`src/hdl/scna_ram.sv`:
```
// Generic single-port-write, one-read synchronous RAM with registered read.
// No package dependency.
module scna_ram #(
    parameter int WIDTH = 16,
    parameter int DEPTH = 16
) (
    input  logic                     aclk,
    input  logic                     we,
    input  logic [$clog2(DEPTH)-1:0] waddr,
    input  logic [WIDTH-1:0]         wdata,
    input  logic [$clog2(DEPTH)-1:0] raddr,
    output logic [WIDTH-1:0]         rdata
);
    logic [WIDTH-1:0] mem [DEPTH];
    always_ff @(posedge aclk) begin
        if (we) begin
            mem[waddr] <= wdata;
        end
        rdata <= mem[raddr];
    end
endmodule

```
`config.mk`:
```
export PLATFORM = sky130hd
export DESIGN_NAME = scna_ram
export DESIGN_NICKNAME = d
export VERILOG_FILES = /design/src/hdl/scna_ram.sv
export SDC_FILE = /design/constraint.sdc
export NUM_CORES = 1
export LEC_CHECK = 0
export BUFFER_PORTS_ARGS = -buffer_cell sky130_fd_sc_hd__clkbuf_2
export CORE_MARGIN = 2
export CORE_UTILIZATION = 35
export DETAILED_ROUTE_END_ITERATION = 12
export MAX_ROUTING_LAYER = met4
export PLACE_DENSITY_LB_ADDON = 0.05
export SYNTH_ARGS = -nofsm -noshare
export SYNTH_HDL_FRONTEND = slang
export SYNTH_SLANG_ARGS = --single-unit
```
`constraint.sdc`:
```
create_clock -name aclk -period 5.98 [get_ports aclk]
set_clock_uncertainty 0.15 [all_clocks]
set_input_delay 0.897 -clock aclk [delete_from_list [all_inputs] [get_ports aclk]]
set_output_delay 0.897 -clock aclk [all_outputs]
set_load 0.01 [all_outputs]
```
Yosys cells after proc, flatten, opt, wreduce, memory -nomap -nowiden
Memories as Yosys holds them, arrays and structs flattened. A register that Yosys moved wholly into a read port is not among the register bits.
Index checks and enable logic that the tools add are counted.
Word-level totals
  bits in registers: 0
  RAM bits: 256
  bits of input ports: 26
  output and inout port bits: 16
  logic and storage cells: 3
  memories: 1
Operators by class
  muxes and demuxes: 2
Memories
  mem: words 16, width 16, rd ports 1, clocked after memory_dff 1, write ports 1, line 14  | logic [WIDTH-1:0] mem [DEPTH];
Operators with widths (count)
  two-way mux 1 bit: 2

Logic depth before layout (Yosys ltp)
Gate-level depths: netlist of run 1.
  depth after elaboration: 2
  gate-level depth with buffers: 5
  gate-level depth less buffers: 3

Worst setup path after synthesis of run 1
OpenSTA, ideal clock, no wires.
  path kind: input to register
  from: input waddr[2]
  to: memory mem[0][0], enable pin
  library setup time: 409 ps
  arrival: 2543 ps
  data required time: 5421 ps
  slack: 2878 ps
  stages: 2
  path buffers: 0
  cells stage by stage: or3b_2 -> nor3_1
RTL lines
  from (decl): line 9  | input logic [$clog2(DEPTH)-1:0] waddr,
  to (decl): line 14
No word-level cell before the write port.

==> results.json, run 1 <==
{
  "gr-usage-all-layers": 0.1552,
  "worst_path_max_delay_cell": "buf_4",
  "rsz0062_at_grt": "no",
  "grt_max_degree": 65,
  "dr.pass1.iters": 4,
  "syn-cell-area_mm2": 0.01004,
  "pre_cts_ws_ns": 2.516,
  "setup_viol": 0,
  "synth-seq-area-share": 0.7973,
  "grt_pass1_vias": 4841,
  "fin_ws_ns": 3.141,
  "fmax_mhz": 352.3,
  "combPwrFrac": 0.045,
  "routedWlPerCell_um": 24.43,
  "fin_nets": 525,
  "internal_power_mw": 3.309,
  "syn_nets": 458,
  "p_leak_nw": 3.811,
  "tns_ns": 0,
  "core_mm2": 0.02847,
  "holdWs_ns": 0.5187,
  "drtAntennaViolNets": 0,
  "synth_warnings": 0,
  "yosysUniqueCellTypes": 19,
  "post-route-min-period_ns": 2.839,
  "p_per_area_mw_per_mm2": 351.9,
  "final_core_util": 0.4133,
  "dp_hpwl_um": 11540,
  "period_share": 0.4747,
  "status": "complete, no violations",
  "yosys.area.top_type": "edfxtp_1",
  "io_buffers": 41,
  "routed_via_density": 5.039,
  "worstMarginPinSlew_ns": 1.267,
  "num_rows": 62,
  "endpoint_kind": "register",
  "clock_power_share": 0.437,
  "avgSynthCellArea_um2": 23.25,
  "ios": 42,
  "die_w_um": 173.4,
  "hp-class": "reg2reg",
  "drc": 0,
  "final_layout_size_suffix_gt1_frac": 0.3327,
  "clk_pin_slew_ns": 0.06,
  "p_sw_mw": 0.8311,
  "seq_power_share": 0.518,
  "finalMaxSlewViolations": 0,
  "cts_setup_buffers": 0,
  "switching_share": 0.2007,
  "die-area_mm2": 0.03007,
  "cts_resized": 0,
  "crit_family": "buffers and inverters",
  "gp_congestion": 0.6502,
  "max_stage_delay_ns": 0.62,
  "cts_sinks": 272,
  "wirelength_um": 22160,
  "cts_buffers": 30,
  "ys_seq_elements": 272,
  "n_fill_cell": 2526,
  "clock_latency_ns": 0.54,
  "cp_max_fo": 40,
  "area_growth_pct": 17.15,
  "path_cells": "buf_4 > buf_4 > mux4_1 > a22oi_1 > nand2_1",
  "drt-initial-drc-count": 382,
  "grt_pass1_wl_um": 32560,
  "crit_top_cell": "buf_4",
  "max_cap_viol_count": 0,
  "grt_antenna_before_repair": 0,
  "cp-start-kind": "input port",
  "synth.top_cell.area_share": 0.7654,
  "critical_path_class": "in2reg",
  "slew_headroom": 0.1543,
  "finalHoldViolations": 0,
  "cp_num_buf_inv": 2,
  "arrival_ns": 3.11,
  "synth_cells": 432,
  "p_total_mw": 4.141,
  "clock_path_buffers": 3,
  "vias": 4570,
  "start_util": 0.3528,
  "netlist_top_cells_area": "edfxtp_1 (77%), mux4_2 (12%), dfxtp_1 (3.2%)",
  "peakVddDrop_mv": 0.1694,
  "die_h_um": 173.4,
  "critPathRequiredTime_ns": 6.25,
  "clockRootBuffer": "clkbuf_16",
  "hold_buffers": 0,
  "antenna-diode-count": 0,
  "grt_overflow": 0,
  "cts_tree": "done",
  "h-tree-depth": 1
}
## layout by cell type (no fill, tap or decap)
master,netlist,layout
a22oi_1,32,32
and2_1,1,1
buf_4,3,16
bufinv_16,0,2
clkbuf_1,8,7
clkbuf_16,0,31
clkbuf_2,0,40
clkbuf_8,0,6
clkinv_1,0,5
clkinv_2,0,5
dfxtp_1,16,16
edfxtp_1,256,256
mux4_1,10,10
mux4_2,54,54
nand2_1,17,17
nand2b_1,2,2
nand3_1,1,1
nand3b_1,2,2
nor2_2,0,13
nor2b_2,0,2
nor3_2,0,4
or3b_2,1,1
## flip-flops by register name (all words and copies together), names as in the netlist
name / cells
mem: 256
rdata: 16
## cell usage after synthesis
cell,instances
edfxtp_1,256
mux4_2,54
a22oi_1,32
nand2_1,17
dfxtp_1,16
nor2_1,13
mux4_1,10
clkbuf_1,8
buf_6,4
nor3_1,4
buf_1,3
buf_2,3
buf_4,3
nand2b_1,2
nand3b_1,2
nor2b_1,2
and2_1,1
nand3_1,1
or3b_2,1
## logic make-up after synthesis
group	after synthesis	share of synthesized area
AND/OR/NAND/NOR	43	0.01918
flip-flops	272	0.7973
multiplexers	64	0.1473
buffers and inverters	21	0.01233
AO/OA/AOI/OAI	32	0.02392
## per-layer routing
metal | GRT usage | share of wire
met5 | - | 0
met3 | 0.02303 | 0.041
met2 | 0.2378 | 0.47
met4 | 0.03460 | 0.015
met1 | 0.2218 | 0.47
## area by class of cell
type	instances	area, um2	area share
tap	384	480.5	0.04083
clock inverter	12	103.9	0.008826
sequential	272	8008	0.6806
timing repair buffer	56	320.3	0.02722
clock buffer	44	884.6	0.07518
multi-input combinational	139	1969	0.1674
## through the flow
step | cell area [um2] | instances
final | 11770 | 907
after global routing | 11770 | 907
after CTS | 11770 | 907
after detailed placement | 10780 | 851
after global placement | 10780 | 851
after floorplan | 10040 | 432
## worst reg2reg max path: stages (launching register included)
cell	delay, ns
edfxtp_1	0.35
mux4_1	0.51
a22oi_1	0.26
nand2_1	0.08
## worst paths after layout
kind	startpoint	depth (start not counted)	slack, ns	end
setup / recovery	raddr[0]	5	3.14	rdata[0]
hold / removal	mem[14][5]	3	0.52	rdata[5]
hold reg to reg	mem[14][5]	3	0.52	rdata[5]
setup reg to reg	mem[2][4]	3	4.51	rdata[4]
## power groups by stage
stage               Clock [mW]  Sequential (mW)  Combinational (mW)
floorplan                    0             2.19               0.104
global placement             0             2.18               0.192
detailed placement           0             2.18               0.193
CTS                       1.85             2.14               0.194
global route              1.93             2.15               0.207
finish                    1.81             2.14               0.188
No activity file was read; power rests on OpenSTA's default activity.
==> run 2: changes to the inputs <==
--- a/config.mk
+++ b/config.mk
@@ -5,6 +5,7 @@
 export SDC_FILE = /design/constraint.sdc
 export NUM_CORES = 1
 export LEC_CHECK = 0
+export ABC_AREA = 1
 export BUFFER_PORTS_ARGS = -buffer_cell sky130_fd_sc_hd__clkbuf_2
 export CORE_MARGIN = 2
 export CORE_UTILIZATION = 35
==> constraint.sdc (replaced) <==
create_clock -name aclk -period 2.55 [get_ports aclk]
set_clock_uncertainty 0.15 [all_clocks]
set_input_delay 0.3825 -clock aclk [delete_from_list [all_inputs] [get_ports aclk]]
set_output_delay 0.3825 -clock aclk [all_outputs]
set_load 0.01 [all_outputs]
==> run 2 against run 1 <==
  * Critical path depth decreased by 4
  * Core utilization shrank 0.52 points
  * Register-to-register slack worse by 3.2 ns
  * Total power is 140% higher
  * Clock-buffer cell count unchanged
  * Cell count increased by 76%
  * Sequential cell count stayed put
  * Critical path type is now reg2out
==> results.json, run 2 <==
{
  "critical_path_class": "reg2out",
  "max_stage_delay_ns": 0.46,
  "yosys.area.top_type": "edfxtp_1",
  "yosysUniqueCellTypes": 13,
  "top_register": "mem",
  "multi_input_area_mm2": 0.002365,
  "io_buffers": 41,
  "die-area_mm2": 0.03398,
  "worst_path_max_delay_cell": "dfxtp_1",
  "peakVddDrop_mv": 0.6258,
  "netlist_top_cells_area": "edfxtp_1 (68%), nand2_1 (11%), nand3_1 (8.5%)",
  "ys.flop_type": "edfxtp_1",
  "routed_via_density": 4.568,
  "ff2ff_setup_slack_ns": 1.33,
  "dp_hpwl_um": 18240,
  "dr.pass1.iters": 5,
  "die_h_um": 184.3,
  "cts_tree": "done",
  "largest_reg_flops": 256,
  "antenna-diode-count": 0,
  "finalHoldViolations": 0,
  "critPathRequiredTime_ns": 2.02,
  "finalMaxSlewViolations": 0,
  "pre_cts_ws_ns": 0.4672,
  "p_total_mw": 9.841,
  "p_per_area_mw_per_mm2": 747.0,
  "clock_path_buffers": 3,
  "final_common_cell": "nand2_1",
  "synth-seq-area-share": 0.7036,
  "worstMarginPinSlew_ns": 0.7624,
  "cts_sinks": 272,
  "synth_warnings": 0,
  "grt_pass1_vias": 6994,
  "syn_nets": 1100,
  "grt_overflow": 0,
  "placed_area_mm2": 0.01224,
  "final_cell_mix": "nand2_1 (341), edfxtp_1 (256), inv_1 (196)",
  "grt_pass1_wl_um": 45510,
  "synth_cells": 1074,
  "post-route-min-period_ns": 1.734,
  "clk_pin_slew_ns": 0.06,
  "cts_resized": 0,
  "area_growth_pct": 15.76,
  "drtAntennaViolNets": 0,
  "ios": 42,
  "drt-initial-drc-count": 515,
  "cts_setup_buffers": 0,
  "clock_latency_ns": 0.55,
  "gp_congestion": 0.7429,
  "syn-cell-area_mm2": 0.01138,
  "wirelength_um": 30270,
  "p_leak_nw": 5.609,
  "fin_nets": 1159,
  "hp-class": "in2reg",
  "rsz0062_at_grt": "no",
  "grt_max_degree": 65,
  "period_share": 0.6799,
  "max_cap_viol_count": 0,
  "hold_buffers": 0,
  "crit_family": "flip-flops",
  "die_w_um": 184.3,
  "gr-usage-all-layers": 0.1875,
  "drc": 0,
  "core_mm2": 0.03229,
  "routedWlPerCell_um": 18.94,
  "async_reset_ff_frac": 0,
  "h-tree-depth": 1,
  "synth.top_cell.area_share": 0.6755,
  "arrival_ns": 1.20,
  "yosysMostFrequentCell": "nand2_1",
  "start_util": 0.3525,
  "vias": 7300,
  "slew_headroom": 0.4912,
  "final_layout_size_suffix_gt1_frac": 0.1168,
  "top_regs": "mem: 256 flops, rdata: 16 flops",
  "cp_max_fo": 1,
  "synth-edff-count": 256,
  "avgSynthCellArea_um2": 10.60,
  "status": "complete, no violations",
  "clockRootBuffer": "clkbuf_16",
  "num_rows": 66,
  "setup_viol": 0,
  "yosys-top-cells-count": "nand2_1 (341), edfxtp_1 (256), inv_1 (196), nand3_1 (193), buf_2 (19)",
  "cts_buffers": 31,
  "cp_num_buf_inv": 1,
  "fin_area_mm2": 0.01318,
  "n_fill_cell": 3169,
  "fin_ws_ns": 0.8164,
  "grt_antenna_before_repair": 0,
  "tns_ns": 0,
  "path_cells": "clkbuf_2",
  "ys_seq_elements": 272,
  "fmax_mhz": 576.8,
  "regArea_mm2": 0.008008,
  "endpoint_kind": "output pin",
  "holdWs_ns": 0.1740,
  "cp-start-kind": "register"
}
run 2: cell count changes after synthesis, sizes merged, moves of 28 or more:
cell   before  now
a22oi      32    0
buf        13   41
inv         0  198
mux4       64    0
nand2      17  341
nand3       1  193
run 2: power breakdown:
group          internal, mW  switching (mW)  total [mW]  leakage [nW]
registers              5.00          0.0365        5.03          2.45
logic                 0.180           0.458       0.638          2.70
clock network          2.41            1.76        4.17         0.461
run 2: layer usage:
metal,vias up,share of wire,GRT usage
met4,0,0.019,0.04384
li1,3578,-,-
met1,3545,0.49,0.2729
met2,134,0.44,0.2792
met5,-,0,-
met3,43,0.043,0.02490
run 2: through the flow:
stage / std cells / utilization
global placement: 1542 / 0.3790
CTS: 1598 / 0.4080
finish: 1598 / 0.4080
floorplan: 1074 / -
global route: 1598 / 0.4080
detailed placement: 1542 / 0.3790
run 2: layout make-up:
class,count,share of cell area
tap,442,0.04198
timing repair buffer,77,0.04293
clock inverter,12,0.006363
multi-input combinational,553,0.1795
clock buffer,44,0.06486
sequential,272,0.6078
inverter,198,0.05660
run 2: worst paths after layout:
check / start / end / cells after the start
worst min register to register: mem[11][5] / rdata[5] / 6
worst max-delay path: rdata[6] / rdata[6] / 1
worst max register to register: mem[6][12] / rdata[12] / 6
worst min-delay path: wdata[1] / mem[2][1] / 1
run 2: cell families after synthesis:
kind of cell	after synthesis	share of synthesized area
flip-flops	272	0.7036
buffers and inverters	249	0.09213
AND/OR/NAND/NOR	553	0.2043
==> run 3: changes to the inputs <==
--- a/config.mk
+++ b/config.mk
@@ -5,7 +5,7 @@
 export SDC_FILE = /design/constraint.sdc
 export NUM_CORES = 1
 export LEC_CHECK = 0
-export ABC_AREA = 1
+export ABC_AREA = 0
 export BUFFER_PORTS_ARGS = -buffer_cell sky130_fd_sc_hd__clkbuf_2
 export CORE_MARGIN = 2
 export CORE_UTILIZATION = 35
==> constraint.sdc (replaced) <==
create_clock -name aclk -period 1.7 [get_ports aclk]
set_clock_uncertainty 0.15 [all_clocks]
set_input_delay 0.255 -clock aclk [delete_from_list [all_inputs] [get_ports aclk]]
set_output_delay 0.255 -clock aclk [all_outputs]
set_load 0.01 [all_outputs]
==> run 3 against run 2 <==
  * Register-to-register slack got worse by 1.2 ns
  * Sequential share of layout area increased by 4.0 points
  * Sequential power increased by 50%
  * Clock power increased by 53%
  * Worst hold slack got worse by 0.16 ns
  * Sequential cell count unchanged
==> results.json, run 3 (same netlist as run 1, synthesis figures left out) <==
{
  "routedWlPerCell_um": 23.96,
  "final_common_cell": "edfxtp_1",
  "holdWs_ns": 0.01390,
  "finalHoldViolations": 0,
  "max_cap_viol_count": 0,
  "setup_viol": 0,
  "tns_ns": 0,
  "rsz0062_at_grt": "no",
  "grt_pass1_wl_um": 33890,
  "ios": 42,
  "ff2ff_setup_slack_ns": 0.14,
  "grt_overflow": 0,
  "p_leak_nw": 4.118,
  "fin_nets": 579,
  "hold_depth": 1,
  "drtAntennaViolNets": 0,
  "peakVddDrop_mv": 0.7904,
  "clock_latency_ns": 0.54,
  "grt_pass1_vias": 5000,
  "worstMarginPinSlew_ns": 0.8849,
  "dp.cells": 891,
  "n_fill_cell": 2507,
  "die_h_um": 173.4,
  "min-delay-start": "wdata[14]",
  "hold_buffers": 15,
  "drc": 0,
  "grt_antenna_before_repair": 0,
  "routed_via_density": 4.935,
  "start_util": 0.3528,
  "cp-start-kind": "register",
  "drt-initial-drc-count": 359,
  "post-route-min-period_ns": 1.556,
  "critPathRequiredTime_ns": 1.97,
  "cp_max_fo": 1,
  "critical_path_class": "reg2reg",
  "gp_congestion": 0.7053,
  "status": "complete, no violations",
  "core_mm2": 0.02847,
  "endpoint_kind": "register",
  "clk_pin_slew_ns": 0.06,
  "hold_end": "mem[15][14]",
  "wirelength_um": 23000,
  "arrival_ns": 1.82,
  "final_cell_mix": "edfxtp_1 (256), mux4_2 (54), buf_4 (45)",
  "placed_area_mm2": 0.01124,
  "vias": 4738,
  "area_growth_pct": 23.07,
  "pre_cts_ws_ns": -0.1970,
  "die-area_mm2": 0.03007,
  "fin_area_mm2": 0.01236,
  "die_w_um": 173.4,
  "hp-class": "in2reg",
  "r2r-end": "rdata[10]",
  "finalMaxSlewViolations": 0,
  "p_per_area_mw_per_mm2": 1188,
  "slew_headroom": 0.4074,
  "final_layout_size_suffix_gt1_frac": 0.3698,
  "period_share": 0.9151,
  "cts_buffers": 29,
  "dp_hpwl_um": 14000,
  "fmax_mhz": 642.8,
  "gr-usage-all-layers": 0.1596,
  "antenna-diode-count": 0,
  "cts_sinks": 272,
  "final_cells": 960,
  "io_buffers": 41,
  "r2r_start": "mem[15][10]",
  "cts_setup_buffers": 0,
  "h-tree-depth": 1,
  "num_rows": 62,
  "dr.pass1.iters": 4,
  "r2r_cells": 3,
  "top_register": "mem",
  "clock_path_buffers": 3,
  "cts_resized": 0,
  "top_regs": "mem: 256 flops, rdata: 16 flops",
  "cts_tree": "done",
  "grt_max_degree": 28,
  "largest_reg_flops": 256,
  "fin_ws_ns": 0.1444,
  "clockRootBuffer": "clkbuf_16"
}
-- run 3: cell type report --
class	instances	area (um2)	share of cell area
Sequential cell	272	8008	0.6478
Multi-Input combinational cell	139	1997	0.1616
Clock buffer	40	797.0	0.06448
Tap cell	384	480.5	0.03887
Timing Repair Buffer	111	908.4	0.07349
Clock inverter	14	170.2	0.01377
-- run 3: layer usage --
metal,vias to the layer above,share of wire,GRT usage
li1,2079,-,-
met1,2517,0.46,0.2279
met2,111,0.47,0.2450
met3,31,0.049,0.02412
met4,0,0.015,0.03425
met5,-,0,-
-- run 3: worst max-delay path: stages, from the launching register on --
cell and delay (ns):
edfxtp_1 0.39, mux4_2 0.51, a22oi_1 0.28, nand2_1 0.10
-- run 3: worst max path at each step --
stage	startpoint	end	slack, ns	cells past startpoint
3_5_place_dp	raddr[3]	rdata[12]	-0.20	5
5_1_grt	mem[15][10]	rdata[10]	0.13	3
2_1_floorplan	waddr[2]	mem[1][0]	-0.23	2
4_1_cts	mem[15][10]	rdata[10]	0.13	3
6_report	mem[15][10]	rdata[10]	0.14	3
3_3_place_gp	raddr[3]	rdata[12]	-0.21	5
-- run 3: where the power goes --
part,internal [mW],switching (mW)
registers,7.50,0.0378
logic,0.351,0.430
clock network,3.87,2.51
-- run 3: metrics by stage --
step,util,power (mW)
2_1_floorplan,-,8.062
3_3_place_gp,0.3949,8.438
3_5_place_dp,0.3949,8.452
4_1_cts,0.4342,14.91
5_1_grt,0.4342,15.23
6_report,0.4342,14.69
